File: config.mk
export PLATFORM = sky130hd
export DESIGN_NAME = epoch_seconds_to_calendar_flat
export DESIGN_NICKNAME = d
export VERILOG_FILES = /design/src/sv/esc_pkg.sv /design/src/sv/esc_in_if.sv /design/src/sv/esc_out_if.sv /design/src/sv/esc_ctrl.sv /design/src/sv/esc_dp.sv /design/src/sv/epoch_seconds_to_calendar.sv /design/src/flat_wrapper.sv
export VERILOG_INCLUDE_DIRS = /design/src /design/src/sv
export SDC_FILE = /design/constraint.sdc
export NUM_CORES = 2
export LEC_CHECK = 0
export BUFFER_PORTS_ARGS = -buffer_cell sky130_fd_sc_hd__buf_2
export CAP_MARGIN = 30
export CORE_UTILIZATION = 55
export DETAILED_ROUTE_END_ITERATION = 6
export PLACE_DENSITY = 0.71
export SYNTH_ARGS = -nofsm -noshare
export SYNTH_HDL_FRONTEND = slang
export SYNTH_SLANG_ARGS = --single-unit
File: constraint.sdc
create_clock -name clk_i -period 17.4 [get_ports clk_i]
set_clock_uncertainty 0.2 [all_clocks]
set_input_delay 3.48 -clock clk_i [delete_from_list [all_inputs] [get_ports clk_i]]
set_output_delay 3.48 -clock clk_i [all_outputs]
set_load 0.03 [all_outputs]
File: src/sv/epoch_seconds_to_calendar_assert.svh
// Assertion macros used by the calendar converter controller.
`ifndef EPOCH_SECONDS_TO_CALENDAR_ASSERT_SVH
`define EPOCH_SECONDS_TO_CALENDAR_ASSERT_SVH

// The consequent must hold in the same cycle as the antecedent.
`define ESC_ASSERT_SAME(label, clk, rst_n, ante, cons) \
  label: assert property (@(posedge clk) disable iff (!rst_n) (ante) |-> (cons)) \
    else $error("calendar converter check failed");

// The consequent must hold in the cycle after the antecedent.
`define ESC_ASSERT_NEXT(label, clk, rst_n, ante, cons) \
  label: assert property (@(posedge clk) disable iff (!rst_n) (ante) |=> (cons)) \
    else $error("calendar converter check failed");

`endif

File: src/sv/esc_pkg.sv
`default_nettype none

package esc_pkg;

  // Field widths of the request and result.
  localparam int unsigned EpochW  = 32;
  localparam int unsigned ZoneW   = 5;
  localparam int unsigned YearW   = 12;
  localparam int unsigned MonthW  = 4;
  localparam int unsigned DayW    = 5;
  localparam int unsigned HourW   = 5;
  localparam int unsigned MinuteW = 6;
  localparam int unsigned SecondW = 6;

  // Internal widths: whole days since 1970 and whole minutes of the day.
  localparam int unsigned DaysW = 16;
  localparam int unsigned MinsW = 11;

  localparam logic [EpochW-1:0] Y2kSeconds    = 32'd946684800;
  localparam logic [16:0]       SecsPerDay    = 17'd86400;
  localparam logic [16:0]       SecsPerMinute = 17'd60;
  localparam logic [MinsW-1:0]  MinsPerHour   = 11'd60;
  localparam logic [YearW-1:0]  BaseYear      = 12'd1970;

  // Reciprocals for the constant divisions. The count shifted right by 7 times
  // DayRecip, shifted right by 35, gives whole days. The time of day shifted
  // right by 2 times MinRecip, shifted right by 19, gives whole minutes, and
  // shifted right by 4 times HourRecip, shifted right by 21, gives whole hours.
  localparam logic [25:0] DayRecip  = 26'd50903317;
  localparam logic [15:0] MinRecip  = 16'd34953;
  localparam logic [13:0] HourRecip = 14'd9321;

  // Year 1970 taken modulo 4, 100 and 400.
  localparam logic [1:0] BaseMod4   = 2'd2;
  localparam logic [6:0] BaseMod100 = 7'd70;
  localparam logic [8:0] BaseMod400 = 9'd370;

  localparam logic [MonthW-1:0] MonthFeb = 4'd2;
  localparam logic [MonthW-1:0] MonthApr = 4'd4;
  localparam logic [MonthW-1:0] MonthJun = 4'd6;
  localparam logic [MonthW-1:0] MonthSep = 4'd9;
  localparam logic [MonthW-1:0] MonthNov = 4'd11;
  localparam logic [MonthW-1:0] MonthDec = 4'd12;

  // Commands from the controller to the datapath.
  typedef enum logic [3:0] {
    CMD_NONE,
    CMD_LOAD,
    CMD_DAY_QUO,
    CMD_DAY_REM,
    CMD_TOD_QUO,
    CMD_TOD_REM,
    CMD_YEAR,
    CMD_MONTH,
    CMD_FINISH
  } esc_cmd_e;

  // Status from the datapath to the controller.
  typedef struct packed {
    logic reject;
    logic year_fit;
    logic month_fit;
  } esc_status_t;

  // One result item.
  typedef struct packed {
    logic               valid_res;
    logic [YearW-1:0]   year;
    logic [MonthW-1:0]  month;
    logic [DayW-1:0]    day;
    logic [HourW-1:0]   hour;
    logic [MinuteW-1:0] minute;
    logic [SecondW-1:0] second;
  } esc_result_t;

  // Days in a month of a year whose leap flag is given.
  function automatic logic [DayW-1:0] month_len(input logic [MonthW-1:0] month,
                                                input logic leap);
    logic [DayW-1:0] len;
    len = 5'd31;
    if (month == MonthFeb) begin
      len = leap ? 5'd29 : 5'd28;
    end else if (month == MonthApr || month == MonthJun ||
                 month == MonthSep || month == MonthNov) begin
      len = 5'd30;
    end
    return len;
  endfunction

endpackage

`default_nettype wire

File: src/sv/esc_in_if.sv
`default_nettype none

// Request channel carrying one seconds count.
interface esc_in_if;
  import esc_pkg::*;

  logic              valid;
  logic              ready;
  logic [EpochW-1:0] epoch_seconds;

  modport source (output valid, output epoch_seconds, input ready);
  modport sink (input valid, input epoch_seconds, output ready);
endinterface

`default_nettype wire

File: src/sv/esc_out_if.sv
`default_nettype none

// Result channel carrying one calendar date and time.
interface esc_out_if;
  import esc_pkg::*;

  logic               valid;
  logic               ready;
  logic               valid_res;
  logic [YearW-1:0]   year;
  logic [MonthW-1:0]  month;
  logic [DayW-1:0]    day;
  logic [HourW-1:0]   hour;
  logic [MinuteW-1:0] minute;
  logic [SecondW-1:0] second;

  modport source (output valid, output valid_res, output year, output month, output day,
                  output hour, output minute, output second, input ready);
  modport sink (input valid, input valid_res, input year, input month, input day,
                input hour, input minute, input second, output ready);
endinterface

`default_nettype wire

File: src/sv/esc_ctrl.sv
`default_nettype none

`include "epoch_seconds_to_calendar_assert.svh"

module esc_ctrl (
  input  wire logic                clk_i,
  input  wire logic                rst_ni,
  input  wire logic                in_valid_i,
  output logic                     in_ready_o,
  output logic                     out_valid_o,
  input  wire logic                out_ready_i,
  input  wire esc_pkg::esc_status_t status_i,
  output esc_pkg::esc_cmd_e        cmd_o
);
  import esc_pkg::*;

  typedef enum logic [3:0] {
    S_IDLE,
    S_DAY_QUO,
    S_DAY_REM,
    S_TOD_QUO,
    S_TOD_REM,
    S_YEAR,
    S_MONTH,
    S_FINISH,
    S_OUT
  } state_e;

  state_e state_q, state_d;

  // Next state and command to the datapath.
  always_comb begin
    state_d = state_q;
    cmd_o   = CMD_NONE;
    case (state_q)
      S_IDLE: begin
        if (in_valid_i) begin
          cmd_o   = CMD_LOAD;
          state_d = S_DAY_QUO;
        end
      end
      S_DAY_QUO: begin
        if (status_i.reject) begin
          state_d = S_FINISH;
        end else begin
          cmd_o   = CMD_DAY_QUO;
          state_d = S_DAY_REM;
        end
      end
      S_DAY_REM: begin
        cmd_o   = CMD_DAY_REM;
        state_d = S_TOD_QUO;
      end
      S_TOD_QUO: begin
        cmd_o   = CMD_TOD_QUO;
        state_d = S_TOD_REM;
      end
      S_TOD_REM: begin
        cmd_o   = CMD_TOD_REM;
        state_d = S_YEAR;
      end
      S_YEAR: begin
        if (status_i.year_fit) begin
          state_d = S_MONTH;
        end else begin
          cmd_o = CMD_YEAR;
        end
      end
      S_MONTH: begin
        if (status_i.month_fit) begin
          state_d = S_FINISH;
        end else begin
          cmd_o = CMD_MONTH;
        end
      end
      S_FINISH: begin
        cmd_o   = CMD_FINISH;
        state_d = S_OUT;
      end
      S_OUT: begin
        if (out_ready_i) begin
          state_d = S_IDLE;
        end
      end
      default: begin
        state_d = S_IDLE;
      end
    endcase
  end

  // State register.
  always_ff @(posedge clk_i or negedge rst_ni) begin
    if (!rst_ni) begin
      state_q <= S_IDLE;
    end else begin
      state_q <= state_d;
    end
  end

  assign in_ready_o  = (state_q == S_IDLE);
  assign out_valid_o = (state_q == S_OUT);

  // A request is never taken while a result is on offer.
  `ESC_ASSERT_SAME(a_ready_excl, clk_i, rst_ni, out_valid_o, !in_ready_o)
  // A taken request closes the input until its result has gone.
  `ESC_ASSERT_NEXT(a_busy_after_req, clk_i, rst_ni, in_valid_i && in_ready_o, !in_ready_o)
  // A delivered result reopens the input at once.
  `ESC_ASSERT_NEXT(a_idle_after_out, clk_i, rst_ni, out_valid_o && out_ready_i, in_ready_o)

endmodule

`default_nettype wire

File: src/sv/esc_dp.sv
`default_nettype none

module esc_dp (
  input  wire logic                      clk_i,
  input  wire logic                      rst_ni,
  input  wire logic                      cfg_we_i,
  input  wire logic [esc_pkg::ZoneW-1:0] cfg_wdata_i,
  input  wire logic [esc_pkg::EpochW-1:0] epoch_seconds_i,
  input  wire esc_pkg::esc_cmd_e         cmd_i,
  output esc_pkg::esc_status_t           status_o,
  output esc_pkg::esc_result_t           result_o
);
  import esc_pkg::*;

  logic [ZoneW-1:0]   zone_q;
  logic               reject_q;
  logic [EpochW-1:0]  rem_q;
  logic [DaysW-1:0]   days_q;
  logic [MinsW-1:0]   mins_q;
  logic [HourW-1:0]   hour_q;
  logic [MinuteW-1:0] minute_q;
  logic [YearW-1:0]   year_q;
  logic [MonthW-1:0]  month_q;
  logic [1:0]         mod4_q;
  logic [6:0]         mod100_q;
  logic [8:0]         mod400_q;
  esc_result_t        result_q;

  logic signed [17:0] offset_s;
  logic [EpochW-1:0]  adjusted;
  logic [50:0]        day_prod;
  logic [32:0]        day_total;
  logic [29:0]        min_prod;
  logic [25:0]        hour_prod;
  logic [16:0]        sec_total;
  logic [MinsW-1:0]   min_total;
  logic               leap;
  logic [8:0]         year_len;
  logic [DayW-1:0]    mon_len;

  // Zone offset register.
  always_ff @(posedge clk_i or negedge rst_ni) begin
    if (!rst_ni) begin
      zone_q <= '0;
    end else if (cfg_we_i) begin
      zone_q <= cfg_wdata_i;
    end
  end

  // Offset in seconds, added with wrap modulo 2^32.
  assign offset_s = 18'(signed'(zone_q)) * 18'sd3600;
  assign adjusted = epoch_seconds_i + EpochW'(unsigned'(32'(offset_s)));

  // Quotients by reciprocal multiplication and the products taken back off.
  assign day_prod  = 51'(rem_q[EpochW-1:7]) * 51'(DayRecip);
  assign day_total = 33'(days_q) * 33'(SecsPerDay);
  assign min_prod  = 30'(rem_q[16:2]) * 30'(MinRecip);
  assign hour_prod = 26'(rem_q[16:4]) * 26'(HourRecip);
  assign sec_total = 17'(mins_q) * SecsPerMinute;
  assign min_total = MinsW'(hour_q) * MinsPerHour;

  // Gregorian year and month lengths.
  assign leap     = (mod400_q == 9'd0) || ((mod4_q == 2'd0) && (mod100_q != 7'd0));
  assign year_len = leap ? 9'd366 : 9'd365;
  assign mon_len  = month_len(month_q, leap);

  assign status_o.reject    = reject_q;
  assign status_o.year_fit  = days_q < DaysW'(year_len);
  assign status_o.month_fit = (days_q < DaysW'(mon_len)) || (month_q == MonthDec);

  // Working registers, driven by the controller's command.
  always_ff @(posedge clk_i) begin
    case (cmd_i)
      CMD_LOAD: begin
        reject_q <= epoch_seconds_i < Y2kSeconds;
        rem_q    <= adjusted;
        year_q   <= BaseYear;
        month_q  <= 4'd1;
        mod4_q   <= BaseMod4;
        mod100_q <= BaseMod100;
        mod400_q <= BaseMod400;
      end
      CMD_DAY_QUO: begin
        days_q <= day_prod[50:35];
      end
      CMD_DAY_REM: begin
        rem_q <= rem_q - day_total[EpochW-1:0];
      end
      CMD_TOD_QUO: begin
        mins_q <= min_prod[29:19];
        hour_q <= hour_prod[25:21];
      end
      CMD_TOD_REM: begin
        rem_q    <= rem_q - EpochW'(sec_total);
        minute_q <= MinuteW'(mins_q - min_total);
      end
      CMD_YEAR: begin
        if (days_q >= DaysW'(year_len)) begin
          days_q   <= days_q - DaysW'(year_len);
          year_q   <= year_q + 12'd1;
          mod4_q   <= mod4_q + 2'd1;
          mod100_q <= (mod100_q == 7'd99) ? 7'd0 : mod100_q + 7'd1;
          mod400_q <= (mod400_q == 9'd399) ? 9'd0 : mod400_q + 9'd1;
        end
      end
      CMD_MONTH: begin
        if (days_q >= DaysW'(mon_len)) begin
          days_q  <= days_q - DaysW'(mon_len);
          month_q <= month_q + 4'd1;
        end
      end
      default: begin
      end
    endcase
  end

  // Result register, all fields cleared for a rejected count.
  always_ff @(posedge clk_i) begin
    if (cmd_i == CMD_FINISH) begin
      if (reject_q) begin
        result_q <= '0;
      end else begin
        result_q.valid_res <= 1'b1;
        result_q.year      <= year_q;
        result_q.month     <= month_q;
        result_q.day       <= days_q[DayW-1:0] + 5'd1;
        result_q.hour      <= hour_q;
        result_q.minute    <= minute_q;
        result_q.second    <= rem_q[SecondW-1:0];
      end
    end
  end

  assign result_o = result_q;

endmodule

`default_nettype wire

File: src/sv/epoch_seconds_to_calendar.sv
// A rejected request goes from the day quotient state straight to finish; any other
// steps through day quotient and remainder, time-of-day quotient and remainder,
// a year loop over whole years since 1970 (up to 136), a month loop over whole
// months in the final year (up to 11), then finish. One request at a time; the
// next is taken in the cycle after the result leaves. Quotients use reciprocals.
// Reset clears the controller and sets the zone offset to zero.
`default_nettype none

module epoch_seconds_to_calendar (
  input  wire logic                      clk_i,
  input  wire logic                      rst_ni,
  input  wire logic                      cfg_we_i,
  input  wire logic [esc_pkg::ZoneW-1:0] cfg_wdata_i,
  esc_in_if.sink                         in_i,
  esc_out_if.source                      out_o
);
  import esc_pkg::*;

  esc_cmd_e    cmd;
  esc_status_t status;
  esc_result_t result;

  // Sequencer.
  esc_ctrl u_ctrl (
    .clk_i       (clk_i),
    .rst_ni      (rst_ni),
    .in_valid_i  (in_i.valid),
    .in_ready_o  (in_i.ready),
    .out_valid_o (out_o.valid),
    .out_ready_i (out_o.ready),
    .status_i    (status),
    .cmd_o       (cmd)
  );

  // Arithmetic and result register.
  esc_dp u_dp (
    .clk_i           (clk_i),
    .rst_ni          (rst_ni),
    .cfg_we_i        (cfg_we_i),
    .cfg_wdata_i     (cfg_wdata_i),
    .epoch_seconds_i (in_i.epoch_seconds),
    .cmd_i           (cmd),
    .status_o        (status),
    .result_o        (result)
  );

  assign out_o.valid_res = result.valid_res;
  assign out_o.year      = result.year;
  assign out_o.month     = result.month;
  assign out_o.day       = result.day;
  assign out_o.hour      = result.hour;
  assign out_o.minute    = result.minute;
  assign out_o.second    = result.second;

endmodule

`default_nettype wire
File: src/flat_wrapper.sv
// flat-port wrapper written by rule: the top's interface ports become plain ports
module epoch_seconds_to_calendar_flat import esc_pkg::*;
  (clk_i, rst_ni, cfg_we_i, cfg_wdata_i, in_i_valid, in_i_epoch_seconds, in_i_ready, out_o_valid, out_o_valid_res, out_o_year, out_o_month, out_o_day, out_o_hour, out_o_minute, out_o_second, out_o_ready);
  esc_in_if in_i_i ();
  esc_out_if out_o_i ();
  input  wire logic clk_i;
  input  wire logic rst_ni;
  input  wire logic cfg_we_i;
  input  wire logic [esc_pkg::ZoneW-1:0] cfg_wdata_i;
  input wire logic [$bits(in_i_i.valid)-1:0] in_i_valid;
  input wire logic [$bits(in_i_i.epoch_seconds)-1:0] in_i_epoch_seconds;
  output wire logic [$bits(in_i_i.ready)-1:0] in_i_ready;
  output wire logic [$bits(out_o_i.valid)-1:0] out_o_valid;
  output wire logic [$bits(out_o_i.valid_res)-1:0] out_o_valid_res;
  output wire logic [$bits(out_o_i.year)-1:0] out_o_year;
  output wire logic [$bits(out_o_i.month)-1:0] out_o_month;
  output wire logic [$bits(out_o_i.day)-1:0] out_o_day;
  output wire logic [$bits(out_o_i.hour)-1:0] out_o_hour;
  output wire logic [$bits(out_o_i.minute)-1:0] out_o_minute;
  output wire logic [$bits(out_o_i.second)-1:0] out_o_second;
  input wire logic [$bits(out_o_i.ready)-1:0] out_o_ready;
  assign in_i_i.valid = in_i_valid;
  assign in_i_i.epoch_seconds = in_i_epoch_seconds;
  assign in_i_ready = in_i_i.ready;
  assign out_o_valid = out_o_i.valid;
  assign out_o_valid_res = out_o_i.valid_res;
  assign out_o_year = out_o_i.year;
  assign out_o_month = out_o_i.month;
  assign out_o_day = out_o_i.day;
  assign out_o_hour = out_o_i.hour;
  assign out_o_minute = out_o_i.minute;
  assign out_o_second = out_o_i.second;
  assign out_o_i.ready = out_o_ready;
  epoch_seconds_to_calendar u_core (.clk_i(clk_i), .rst_ni(rst_ni), .cfg_we_i(cfg_we_i), .cfg_wdata_i(cfg_wdata_i), .in_i(in_i_i), .out_o(out_o_i));
endmodule
==> impl_metrics.yaml <==
outcome:
  status: "finished clean"
place:
  place_ws_ns: 9.924
  gp_congestion: 0.9774
  dp_hpwl_um: 61940
  port_buffers: 82
floorplan:
  die_h_um: 229.8
  initial_core_util_pct: 55.63
  rows: 83
  io_pins: 83
  die_area_sq_um: 52800
  fp.dieW_um: 229.8
  core-area_sq_um: 51300
routing:
  drtIter0Drc: 1634
  route.detailed.drc: 0
  wire_per_inst_um: 19.79
  drt-total-wl_um: 73780
  via_count: 21650
  ant_nets: 0
  first_pass_iters: 5
  viasPerCell: 5.807
worst_setup_path:
  cp_top_family: "adder cells"
  path_class: "flip-flop to flip-flop"
  required_ns: 17.43
  rr_worst_depth: 22
  end_kind: "flip-flop"
  slowest_delay_ns: 0.85
  worst-path-buf-inv: 5
  crit_path_top_delay_cell: "edfxtp_1"
  r2r_slack_ns: 9.87
  worstPathCellList: "inv_1 > ha_1 > ha_1 > inv_1 > fa_1 > inv_1 > fa_1 > inv_1 > fa_1 > inv_1 > fa_1 > fa_1 > ha_1 > nand2_1 > nor3_1 > nand3_1 > or4_1 > nor2_1 > or4_4 > a41o_1 > a21oi_1 > a211o_1"
  start_kind: "flip-flop"
  worstReg2RegStart: "u_core.u_dp.rem_q[18]"
  path_max_fanout: 12
  rr_endpoint: "u_core.u_dp.days_q[15]"
  crit_arrival_ns: 7.56
yosys:
  synth_edf_count: 144
  syn_nets: 3932
  yosysWarnings: 0
  syn_area_sq_um: 28540
  yosysSeqAreaShare_pct: 15.94
  syn_avg_cell_area_sq_um: 9.703
  synth.distinct_cells: 79
  synthArstFlopShare_pct: 5.882
  syn_inst: 2941
  ys_ff_latch: 153
  synthFlopType: "edfxtp_1"
sta:
  worst_slew_pin_slew_ns: 0.9150
  timing.setup.tns_ns: 0
  setup_viol: 0
  slew_viol_final: 0
  finalCritPeriodShare_pct: 43.29
  min_period_ns: 7.533
  relSlewSlack_pct: 38.85
  rsz0062_at_grt: "false"
  finalHoldViolCount: 0
  setup_slack_ns: 9.867
  fmax_ghz: 0.1328
global_routing:
  grt_pass1_wl_um: 120000
  antenna_found_initial: 0
  grt_overflow_total: 0
  grt_pass1_vias: 22370
  grt_max_degree: 31
  grt_usage_pct: 28.96
worst_hold_path:
  hold_path_startpoint: "u_core.u_dp.mod4_q[0]"
  hold_path_depth: 1
  min_path_type: "flip-flop to flip-flop"
  hold-path-endpoint: "u_core.u_dp.mod4_q[0]"
clock_tree:
  clk_pin_slew_worst_paths_ns: 0.08
  htree_num_levels: 4
  post_cts_buffers: 0
  clock_sinks: 153
  cts-root-buf: "clkbuf_16"
  cts_hold_buffers: 0
  cts_max_path_buffers: 2
  cts-buffers-inserted: 17
  insertion_delay_ns: 0.47
  cts_tree: "done"
  ctsResizeCount: 0
layout:
  fin_nets: 4026
  drive_gt1_share_pct: 5.381
  diodes: 0
  area_delta_synth_final_pct: 6.984
run:
  cap_violations: 0
[layout make-up]
type / instances / area [sq um]
multi-input combinational: 2181 / 21750
fill: 4369 / 20770
sequential: 153 / 4549
inverter: 575 / 2158
tap: 680 / 850.8
timing repair buffer: 107 / 618.1
clock buffer: 18 / 429.2
clock inverter: 14 / 178.9
[per-stage QoR]
| stage | cell area (sq um) | hold slack (ns) | cells | utilization, % |
|---|---|---|---|---|
| after floorplan | 28540 | 0.3091 | 2941 | - |
| after global placement | 29890 | 0.3160 | 3694 | 58.26 |
| after detailed placement | 29920 | 0.3325 | 3696 | 58.33 |
| after CTS | 30530 | 0.3510 | 3728 | 59.51 |
| after global routing | 30530 | 0.3743 | 3728 | 59.51 |
| final | 30530 | 0.3557 | 3728 | 59.51 |
[sequential cells by signal, indices dropped and copies added (netlist names), 6 cells and up]
name,cells
u_core.u_dp.result_o,39
u_core.u_dp.mod400_q,9
u_core.u_dp.mins_q,11
u_core.u_dp.rem_q,32
u_core.u_dp.days_q,16
u_core.u_dp.mod100_q,7
u_core.u_dp.year_q,12
u_core.u_dp.minute_q,6
[cells in the final DEF (no fill, tap or decap), types with 67 or more instances in the layout]
cell type	n
ha_1	659
inv_1	574
fa_1	290
edfxtp_1	144
nand2_1	133
nor2_1	125
a21oi_1	125
o21ai_0	103
xnor2_1	96
buf_2	82
xor2_1	70
a21o_1	67
[how the worst max path moves through the flow]
stage	startpoint	end	cells after the start
after CTS	u_core.u_dp.rem_q[18]	u_core.u_dp.days_q[10]	22
after global routing	u_core.u_dp.rem_q[18]	u_core.u_dp.days_q[15]	22
after detailed placement	u_core.u_dp.rem_q[18]	u_core.u_dp.days_q[15]	22
after floorplan	in_i_valid	u_core.u_dp.days_q[0]	3
after global placement	u_core.u_dp.rem_q[18]	u_core.u_dp.days_q[15]	22
final	u_core.u_dp.rem_q[18]	u_core.u_dp.days_q[15]	22
[layer usage]
| layer | up-vias | routed length (um) | GRT usage, % |
|---|---|---|---|
| li1 | 10280 | - | - |
| met1 | 10610 | 33520 | 40.18 |
| met2 | 648 | 34460 | 48.18 |
| met3 | 116 | 3833 | 2.815 |
| met4 | 0 | 1965 | 7.988 |
| met5 | - | 0 | 0 |
[synth_stat cells (28+ instances only)]
library cell / n / share of area, %
a21o_1: 67 / 1.8
inv_1: 574 / 7.5
nand2_1: 133 / 1.7
nor3_1: 33 / 0.58
a21oi_1: 125 / 2.2
nand3_1: 54 / 0.95
clkbuf_1: 31 / 0.41
nor2b_1: 54 / 1.2
and3_1: 28 / 0.61
ha_1: 659 / 29
xor2_1: 70 / 2.1
nor2_1: 126 / 1.7
fa_1: 290 / 20
edfxtp_1: 144 / 15
o21ai_0: 104 / 1.8
xnor2_1: 96 / 2.9
[cells by family after synthesis]
| family | synth area share (%) |
|---|---|
| flops | 15.94 |
| buf+inv | 7.984 |
| fa+ha+maj | 49.24 |
| compound gates | 12.40 |
| mux | 0.3332 |
| simple gates | 9.010 |
| xor+xnor | 5.095 |
Power is not shown: default switching activity piles up to over one toggle a cycle in this logic, so the estimate is an artifact.
